## config.mk

```make
export PLATFORM = sky130hd
export DESIGN_NAME = lzwd_packer_flat
export DESIGN_NICKNAME = d
export VERILOG_FILES = /design/src/rtl/core/lzwd_pkg.sv /design/src/rtl/core/lzwd_ifs.sv /design/src/rtl/core/lzwd_packer.sv /design/src/flat_wrapper.sv
export SDC_FILE = /design/constraint.sdc
export NUM_CORES = 1
export LEC_CHECK = 0
export ABC_CLOCK_PERIOD_IN_PS = 2900
export BUFFER_PORTS_ARGS = -buffer_cell sky130_fd_sc_hd__buf_2
export CAP_MARGIN = 20
export CELL_PAD_IN_SITES_DETAIL_PLACEMENT = 1
export CELL_PAD_IN_SITES_GLOBAL_PLACEMENT = 2
export CORE_ASPECT_RATIO = 0.7
export CORE_MARGIN = 4
export CORE_UTILIZATION = 36
export CTS_CLUSTER_DIAMETER = 200
export DETAILED_ROUTE_END_ITERATION = 7
export PLACE_DENSITY = 0.87
export SETUP_SLACK_MARGIN = 0.1
export SKIP_CTS_REPAIR_TIMING = 1
export SYNTH_ARGS = -nofsm -noshare
export SYNTH_HDL_FRONTEND = slang
export SYNTH_SLANG_ARGS = --single-unit
```

## constraint.sdc

```tcl
create_clock -name clock -period 2.9 [get_ports clock]
set_input_delay 0.29 -clock clock [delete_from_list [all_inputs] [get_ports clock]]
set_output_delay 0.29 -clock clock [all_outputs]
set_load 0.01 [all_outputs]
```

## src/rtl/core/lzwd_pkg.sv

```systemverilog
// ----------------------------------------------------------------------------
// LZ77 window decoder package
// Field widths, token kinds and the command word that the control logic
// hands to the output packer.
// ----------------------------------------------------------------------------
`default_nettype none

package lzwd_pkg;

   localparam int KIND_W    = 1;
   localparam int LIT_W     = 8;
   localparam int LEN_W     = 9;
   localparam int DIST_W    = 16;
   localparam int DATA_W    = 64;
   localparam int CNT_W     = 4;
   localparam int OCT_W     = 8;
   localparam int OCT_IDX_W = 3;

   localparam logic [KIND_W-1:0] KIND_LITERAL = 1'b0;
   localparam logic [KIND_W-1:0] KIND_MATCH   = 1'b1;

   typedef logic [OCT_W-1:0] octet_type;

   // Command from the control logic to the packer for one cycle.
   typedef struct packed {
      logic      push;      // one copied byte enters the pack register
      logic      flush;     // that byte closes the current output word
      logic      last;      // the closed word is the token's final one
      octet_type octet;     // copied byte, or the literal for a solo word
      logic      solo;      // load a single-word result directly
      logic      solo_bad;  // the solo word flags a bad distance
      logic      solo_lit;  // the solo word carries the literal byte
   } pk_cmd_type;

   // Output register status seen by the control logic.
   typedef struct packed {
      logic free_now;   // the output register can be loaded this cycle
      logic busy_next;  // the output register holds a word next cycle
   } pk_stat_type;

endpackage

`default_nettype wire

```

## src/rtl/core/lzwd_ifs.sv

```systemverilog
// ----------------------------------------------------------------------------
// LZ77 window decoder channel interfaces
// Token channel and result channel, both valid/ready.
// ----------------------------------------------------------------------------
`default_nettype none


interface lzwd_rsp_if;
   import lzwd_pkg::*;

   logic                valid;
   logic                ready;
   logic [DATA_W-1:0]   data_bytes;
   logic [CNT_W-1:0]    byte_count;
   logic                last;
   logic                bad_distance;

   modport source (
      output valid, data_bytes, byte_count, last, bad_distance,
      input  ready
   );
   modport sink (
      input  valid, data_bytes, byte_count, last, bad_distance,
      output ready
   );
endinterface

`default_nettype wire

```

## src/rtl/core/lzwd_packer.sv

```systemverilog
// ----------------------------------------------------------------------------
// LZ77 window decoder output packer
// Collects copied bytes into output words and holds the result register.
// ----------------------------------------------------------------------------
`default_nettype none

module lzwd_packer (
   input  wire logic                 clock,
   input  wire logic                 reset,
   input  wire lzwd_pkg::pk_cmd_type cmd,
   output lzwd_pkg::pk_stat_type     stat,
   lzwd_rsp_if.source                rsp_bus
);
   import lzwd_pkg::*;

   logic [DATA_W-1:0]    pack_ff;
   logic [DATA_W-1:0]    pack_in;
   logic [OCT_IDX_W-1:0] pack_cnt_ff;
   logic [OCT_IDX_W-1:0] pack_cnt_in;
   logic [DATA_W-1:0]    merged;

   logic                 out_vld_ff;
   logic                 out_vld_in;
   logic [DATA_W-1:0]    out_data_ff;
   logic [DATA_W-1:0]    out_data_in;
   logic [CNT_W-1:0]     out_cnt_ff;
   logic [CNT_W-1:0]     out_cnt_in;
   logic                 out_last_ff;
   logic                 out_last_in;
   logic                 out_bad_ff;
   logic                 out_bad_in;
   logic                 load;

   assign merged = pack_ff | (DATA_W'(cmd.octet) << {pack_cnt_ff, 3'b000});
   assign load   = (cmd.push && cmd.flush) || cmd.solo;

   always_comb begin
      pack_in     = pack_ff;
      pack_cnt_in = pack_cnt_ff;
      if (cmd.push) begin
         if (cmd.flush) begin
            pack_in     = '0;
            pack_cnt_in = '0;
         end else begin
            pack_in     = merged;
            pack_cnt_in = pack_cnt_ff + OCT_IDX_W'(1);
         end
      end
   end

   always_comb begin
      out_data_in = out_data_ff;
      out_cnt_in  = out_cnt_ff;
      out_last_in = out_last_ff;
      out_bad_in  = out_bad_ff;
      if (cmd.solo) begin
         out_data_in = cmd.solo_lit ? DATA_W'(cmd.octet) : '0;
         out_cnt_in  = cmd.solo_lit ? CNT_W'(1) : '0;
         out_last_in = 1'b1;
         out_bad_in  = cmd.solo_bad;
      end else if (load) begin
         out_data_in = merged;
         out_cnt_in  = CNT_W'(pack_cnt_ff) + CNT_W'(1);
         out_last_in = cmd.last;
         out_bad_in  = 1'b0;
      end
   end

   assign out_vld_in = load || (out_vld_ff && !rsp_bus.ready);

   always_ff @(posedge clock) begin
      if (reset) begin
         out_vld_ff  <= 1'b0;
         pack_ff     <= '0;
         pack_cnt_ff <= '0;
      end else begin
         out_vld_ff  <= out_vld_in;
         pack_ff     <= pack_in;
         pack_cnt_ff <= pack_cnt_in;
      end
   end

   always_ff @(posedge clock) begin
      out_data_ff <= out_data_in;
      out_cnt_ff  <= out_cnt_in;
      out_last_ff <= out_last_in;
      out_bad_ff  <= out_bad_in;
   end

   assign stat.free_now  = !out_vld_ff || rsp_bus.ready;
   assign stat.busy_next = out_vld_in;

   assign rsp_bus.valid        = out_vld_ff;
   assign rsp_bus.data_bytes   = out_data_ff;
   assign rsp_bus.byte_count   = out_cnt_ff;
   assign rsp_bus.last         = out_last_ff;
   assign rsp_bus.bad_distance = out_bad_ff;

endmodule

`default_nettype wire

```

## src/flat_wrapper.sv

```systemverilog
// flat-port wrapper written by rule: the top's interface ports become plain ports
module lzwd_packer_flat import lzwd_pkg::*;
  (clock, reset, cmd, stat, rsp_bus_valid, rsp_bus_data_bytes, rsp_bus_byte_count, rsp_bus_last, rsp_bus_bad_distance, rsp_bus_ready);
  lzwd_rsp_if rsp_bus_i ();
  input  wire logic clock;
  input  wire logic reset;
  input  wire lzwd_pkg::pk_cmd_type cmd;
  output lzwd_pkg::pk_stat_type stat;
  output wire logic [$bits(rsp_bus_i.valid)-1:0] rsp_bus_valid;
  output wire logic [$bits(rsp_bus_i.data_bytes)-1:0] rsp_bus_data_bytes;
  output wire logic [$bits(rsp_bus_i.byte_count)-1:0] rsp_bus_byte_count;
  output wire logic [$bits(rsp_bus_i.last)-1:0] rsp_bus_last;
  output wire logic [$bits(rsp_bus_i.bad_distance)-1:0] rsp_bus_bad_distance;
  input wire logic [$bits(rsp_bus_i.ready)-1:0] rsp_bus_ready;
  assign rsp_bus_valid = rsp_bus_i.valid;
  assign rsp_bus_data_bytes = rsp_bus_i.data_bytes;
  assign rsp_bus_byte_count = rsp_bus_i.byte_count;
  assign rsp_bus_last = rsp_bus_i.last;
  assign rsp_bus_bad_distance = rsp_bus_i.bad_distance;
  assign rsp_bus_i.ready = rsp_bus_ready;
  lzwd_packer u_core (.clock(clock), .reset(reset), .cmd(cmd), .stat(stat), .rsp_bus(rsp_bus_i));
endmodule
```

# [Word level (Yosys, flattened, before mapping)]
# Cells that the tools add are included.
[op_classes] muxes=10 reduce_logical=8 n_bitwise=1 shift=1 add_sub_neg=2
[ops] operator="$mux W64" n=3
[ops] operator="$or A64 B64 Y64" n=1
[ops] operator="$shl A8 B6 Y64" n=1
[ops] operator="$mux W4" n=2
[ops] operator="$mux W8" n=1
[ops] operator="$add A3 B1 Y4 const B" n=1
[ops] operator="$add A3 B1 Y3 const B" n=1
[ops] operator="$logic_or A1 B1 Y1" n=3
[ops] operator="$mux W1" n=3
[ops] operator="$mux W3" n=1
[ops] operator="$logic_and A1 B1 Y1" n=2
[ops] operator="$logic_not A1 Y1" n=2
[ops] operator="$reduce_bool A2 Y1" n=1
[totals] output_inout_bits=73 elab_cells=29 input_bits=17 register_bits=138

# [Longest topological paths before layout]
[depth] word_depth=4 ltp_mapped=5 ltp_nobuf=3

# [Worst setup path after synthesis]
# Ideal clock, no wire load.
[synth_timing] path_kind="input port to flip-flop" startpoint="in cmd[13] (netlist name)" endpoint="reg u_core.out_bad_ff (netlist: u_core.rsp_bus.bad_distance) (enable)" path_stages=4 setup_time_ps=423 t_required_ps=2477 setup_slack_ps=263 t_arrival_ps=2214 cell_sequence="buf_2 > clkbuf_1 > a21oi_1 > inv_1"
[synth_between] elab_chain_cells=3
[synth_lines] item="from (decl)" line="flat_wrapper.sv:7" source="input wire lzwd_pkg::pk_cmd_type cmd;"
[synth_lines] item="$logic_and A1 B1 Y1" line="lzwd_packer.sv:35" source="assign load = (cmd.push && cmd.flush) || cmd.solo;"
[synth_lines] item="$logic_or A1 B1 Y1" line="lzwd_packer.sv:35"
[synth_lines] item="via u_core.load" line="lzwd_packer.sv:32" source="logic load;"
[synth_lines] item="$reduce_bool A2 Y1 (no line)"
[synth_lines] item="to (signal assigned)" line="lzwd_packer.sv:87" source="out_bad_ff <= out_bad_in;"
[synth_lines] item="to (decl)" line="lzwd_packer.sv:30" source="logic out_bad_ff;"
# The timed path passes the listed nets, and every way through them passes these cells.
# A chain may end at the register's enable or synchronous reset.

# [Worst setup path after layout]
[layout_timing] startpoint="reg u_core.pack_cnt_ff[2]" endpoint="reg u_core.out_data_ff[7] (netlist: u_core.rsp_bus.data_bytes[7]), data pin"
[layout_between] elab_chain_cells=4
[layout_lines] item="from (decl)" line="lzwd_packer.sv:18" source="logic [OCT_IDX_W-1:0] pack_cnt_ff;"
[layout_lines] item="from (signal assigned)" line="lzwd_packer.sv:79" source="pack_cnt_ff <= pack_cnt_in;"
[layout_lines] item="$shl A8 B6 Y64" line="lzwd_packer.sv:34" source="assign merged = pack_ff | (DATA_W'(cmd.octet) << {pack_cnt_ff, 3'b000});"
[layout_lines] item="$or A64 B64 Y64" line="lzwd_packer.sv:34"
[layout_lines] item="$mux W64" line="lzwd_packer.sv:61" source="end else if (load) begin"
[layout_lines] item="$mux W64" line="lzwd_packer.sv:56" source="if (cmd.solo) begin"
[layout_lines] item="via u_core.out_data_in[7]" line="lzwd_packer.sv:25" source="logic [DATA_W-1:0] out_data_in;"
[layout_lines] item="to (signal assigned)" line="lzwd_packer.sv:84" source="out_data_ff <= out_data_in;"
[layout_lines] item="to (decl)" line="lzwd_packer.sv:24" source="logic [DATA_W-1:0] out_data_ff;"
# The timed path passes the listed nets, and every way through them passes these cells. The select of a mux whose other input is x is not followed.

==> impl_summary.log <==
[metrics] worst min-delay path category: in2reg
[metrics] cell count after synthesis: 500
[metrics] initial antenna violation count: 0
[metrics] number of synthesized flops with an enable pin: 69
[metrics] final non-filler cell total: 765
[metrics] setup slack of the most critical reg-to-reg path: 1.10 ns
[metrics] Main synth FF type: sky130_fd_sc_hd__edfxtp_1
[metrics] total wire length after detailed routing: 17000 um
[metrics] die outline width: 156 um
[metrics] starting density of the core: 37.3%
[metrics] proportion of register bits with asynchronous set or reset after synthesis: 0%
[metrics] global routing met3 resource utilization: 4.04%
[metrics] number of inserted diodes: 0
[metrics] proportion of netlist area held by the largest area contributor: 37.3%
[metrics] kind of cell with the highest combined delay on the critical path: simple AND/OR/NAND/NOR gates
[metrics] TritonCTS clock tree: yes
[metrics] Final nets: 575
[metrics] unrepaired setup endpoints after global routing: no
[metrics] proportion of layout cells with a drive suffix above 1: 23.2%
[metrics] first-pass GRT wire length: 25900 um
[metrics] number of remaining DRC errors: 0
[metrics] total vias in the final route: 4264
[metrics] maximum clock insertion buffer count: 2
[metrics] HP Start: reset
[metrics] clock root buffer: sky130_fd_sc_hd__clkbuf_16
[metrics] most area-hungry cell type in the Yosys netlist: sky130_fd_sc_hd__edfxtp_1
[metrics] synthesized flop and latch total: 138
[metrics] power per cell area: 707 nW/um2
[metrics] proportion of synthesized chip area in sequential cells: 62.2%
[metrics] routing layer with the top usage in global route: met2
[metrics] beginning of the critical path: u_core.pack_cnt_ff[2]
[metrics] critical path, cell by cell: or3_1, o221ai_1
[metrics] footprint of the flip-flops and latches: 3450 um2
[metrics] P&R area growth vs syn: 18.8%
[metrics] peak supply drop: 0.000392 V
[metrics] depth of the worst register-to-register path: 2
[metrics] TritonCTS sink count: 138
[metrics] area taken by multi-input logic gates: 1570 um2
[metrics] required time of the critical path: 3.00 ns
[metrics] Final Wtd Congestion: 0.758
[metrics] highest clock frequency the design can meet: 555 MHz
[metrics] remaining number of nets flagged by the antenna check after routing: 0
[metrics] arrival time of the worst setup path: 1.90 ns
[metrics] final setup skew: 0.00687 ns
[metrics] Hold Fails Final Rpt: 0
[metrics] Place WS: 1.07 ns
[metrics] Distinct cells, synth: 30
[metrics] Critical R2R Capture: u_core.rsp_bus.data_bytes[7]
[metrics] Worst Setup Start Kind: register
[metrics] Finish-stage setup viols: 0
[metrics] Pins Over Slew Limit: 0
[metrics] Avg Vias per Cell: 5.57
[metrics] routing usage on met1: 27.1%
[metrics] R2R Path Start: u_core.pack_cnt_ff[2]
[metrics] element type at the critical path end: register
[metrics] Critical path buffers and inverters: 0
[metrics] number of detailed-route iterations in the first pass: 4
[metrics] floorplan row count: 37
[metrics] cell area after synthesis: 5560 um2
[metrics] Hold Path Cell Cnt: 2
[metrics] aggregate global-route resource usage: 19.3%
[metrics] I/O pin cnt: 90
[metrics] Routed wire per std cell: 22.2 um
[metrics] max-cap check violation count: 0
[metrics] minimum period implied by the final worst setup slack: 1.80 ns
[metrics] Clock H-tree levels: 4
[metrics] pin slew with the least headroom to its limit: 0.727 ns
[metrics] clock transition at the registers of the reported paths: 0.06 ns
[metrics] final period utilization: 62.1%
[metrics] Avg Synthesized Cell Area: 11.1 um2
[metrics] Crit path largest cell delay: 0.66 ns
[metrics] HPWL Detailed: 10500 um
[metrics] number of global-route vias before repair: 4447
[metrics] insertion delay to the later sink of the worst-skew pair: 0.41 ns
[metrics] overflow left after global routing: 0
[metrics] cell count along the critical path: 2
[metrics] Die Y-Extent: 112 um
[metrics] fill cell total of the finished layout: 1636
[metrics] post-placement cell count: 733
[metrics] CP Max Fanout: 16
[metrics] crit path max-delay cell type: sky130_fd_sc_hd__or3_1
[metrics] cell leakage power: 2.30 nW
[metrics] met2 Track Usage GR: 30.6%
[metrics] Ys Warns: 0
[metrics] Std-Cell Core Area: 14900 um2
[metrics] most area-consuming cells after synthesis: sky130_fd_sc_hd__edfxtp_1, sky130_fd_sc_hd__dfxtp_1, sky130_fd_sc_hd__a211oi_1
[metrics] final worst setup slack: 1.10 ns
[metrics] pin count of the biggest net entering global routing: 55
[metrics] count of input and output buffers: 89
[metrics] die outline area: 17500 um2
[metrics] worst hold path endpoint: u_core.pack_cnt_ff[1]
[metrics] worst setup path category: reg2reg
[metrics] Initial DRC Count: 333
[metrics] Post-Route Setup TNS: 0 ns
[metrics] Net Count, Synth: 518
[metrics] Max-Slew Margin vs Limit: 51.5%
[metrics] result of the run: finished, final reports clean
[metrics] CTS Buf Count: 17
registers in the layout (all words and copies together) (netlist names):
| name | cells |
|---|---|
| u_core.pack_cnt_ff | 3 |
| u_core.pack_ff | 64 |
| u_core.rsp_bus.bad_distance | 1 |
| u_core.rsp_bus.byte_count | 4 |
| u_core.rsp_bus.data_bytes | 64 |
| u_core.rsp_bus.last | 1 |
| u_core.rsp_bus.valid | 1 |
worst max path at each step:
stage,endpoint,slack [ns]
final,u_core.rsp_bus.data_bytes[7],1.10
after global routing,u_core.pack_ff[63],1.05
after global placement,u_core.rsp_bus.data_bytes[9],1.12
after CTS,u_core.rsp_bus.data_bytes[4],1.15
after detailed placement,u_core.pack_ff[49],1.07
after floorplan,u_core.rsp_bus.bad_distance,0.26
cell families after synthesis:
group	count (synthesis)	synth area share, %
compound gates	201	23.8
flops	138	62.2
buf+inv	122	9.59
simple gates	36	3.94
xor+xnor	2	0.315
fa+ha+maj	1	0.225
final cells by class:
cell class	instances	area share (%)
clock inverters	15	2.39
clock buffers	17	6.45
multi-input cells	240	23.8
well taps	195	3.70
inverters	65	3.70
repair buffers	95	7.62
flip-flops and latches	138	52.3
per-stage QoR:
| stage | total power (W) | hold WS [ns] | area (um2) | utilization, % |
|---|---|---|---|---|
| CTS | 0.00468 | 0.100 | 6600 | 44.3 |
| detailed placement | 0.00256 | 0.472 | 6010 | 40.3 |
| finish | 0.00466 | 0.109 | 6600 | 44.3 |
| global route | 0.00482 | 0.119 | 6600 | 44.3 |
| floorplan | 0.00241 | 0.359 | 5560 | - |
| global placement | 0.00255 | 0.462 | 6010 | 40.3 |
cells in the final DEF (no fill, tap or decap), types with 3 or more instances in the layout:
cell / n
sky130_fd_sc_hd__nor2_1: 3
sky130_fd_sc_hd__inv_1: 64
sky130_fd_sc_hd__bufinv_16: 3
sky130_fd_sc_hd__buf_4: 5
sky130_fd_sc_hd__or3b_1: 3
sky130_fd_sc_hd__o22ai_1: 56
sky130_fd_sc_hd__a211oi_2: 8
sky130_fd_sc_hd__buf_2: 89
sky130_fd_sc_hd__edfxtp_1: 69
sky130_fd_sc_hd__a21oi_1: 67
sky130_fd_sc_hd__clkbuf_16: 17
sky130_fd_sc_hd__nand2b_1: 10
sky130_fd_sc_hd__a211oi_1: 56
sky130_fd_sc_hd__dfxtp_1: 69
sky130_fd_sc_hd__nand3b_1: 4
sky130_fd_sc_hd__clkinv_1: 5
sky130_fd_sc_hd__o221ai_1: 8
sky130_fd_sc_hd__clkinvlp_4: 4
sky130_fd_sc_hd__nand3_1: 9
cells in the mapped netlist (4+ instances only):
master                     instances
sky130_fd_sc_hd__nand3b_1          4
sky130_fd_sc_hd__nand3_1           9
sky130_fd_sc_hd__o22ai_1          56
sky130_fd_sc_hd__a21oi_1          67
sky130_fd_sc_hd__o221ai_1          8
sky130_fd_sc_hd__inv_1            65
sky130_fd_sc_hd__clkbuf_1         28
sky130_fd_sc_hd__buf_1            11
sky130_fd_sc_hd__edfxtp_1         69
sky130_fd_sc_hd__nand2b_1         10
sky130_fd_sc_hd__a211oi_2          8
sky130_fd_sc_hd__a211oi_1         56
sky130_fd_sc_hd__dfxtp_1          69
sky130_fd_sc_hd__buf_6             8
sky130_fd_sc_hd__buf_2             9
report_power, final:
group | total, W | internal, W | switching [W]
registers | 0.00216 | 0.00212 | 0.0000343
logic | 0.000358 | 0.000105 | 0.000253
clock network | 0.00215 | 0.00133 | 0.000812
total | 0.00466 | 0.00356 | 0.00110
layer usage:
layer	vias to the layer above	wire (um)
met5	-	0
met4	0	229
met3	17	1150
met2	139	7980
met1	2152	7640
li1	1956	-
Power figures use the tool's default switching activity.
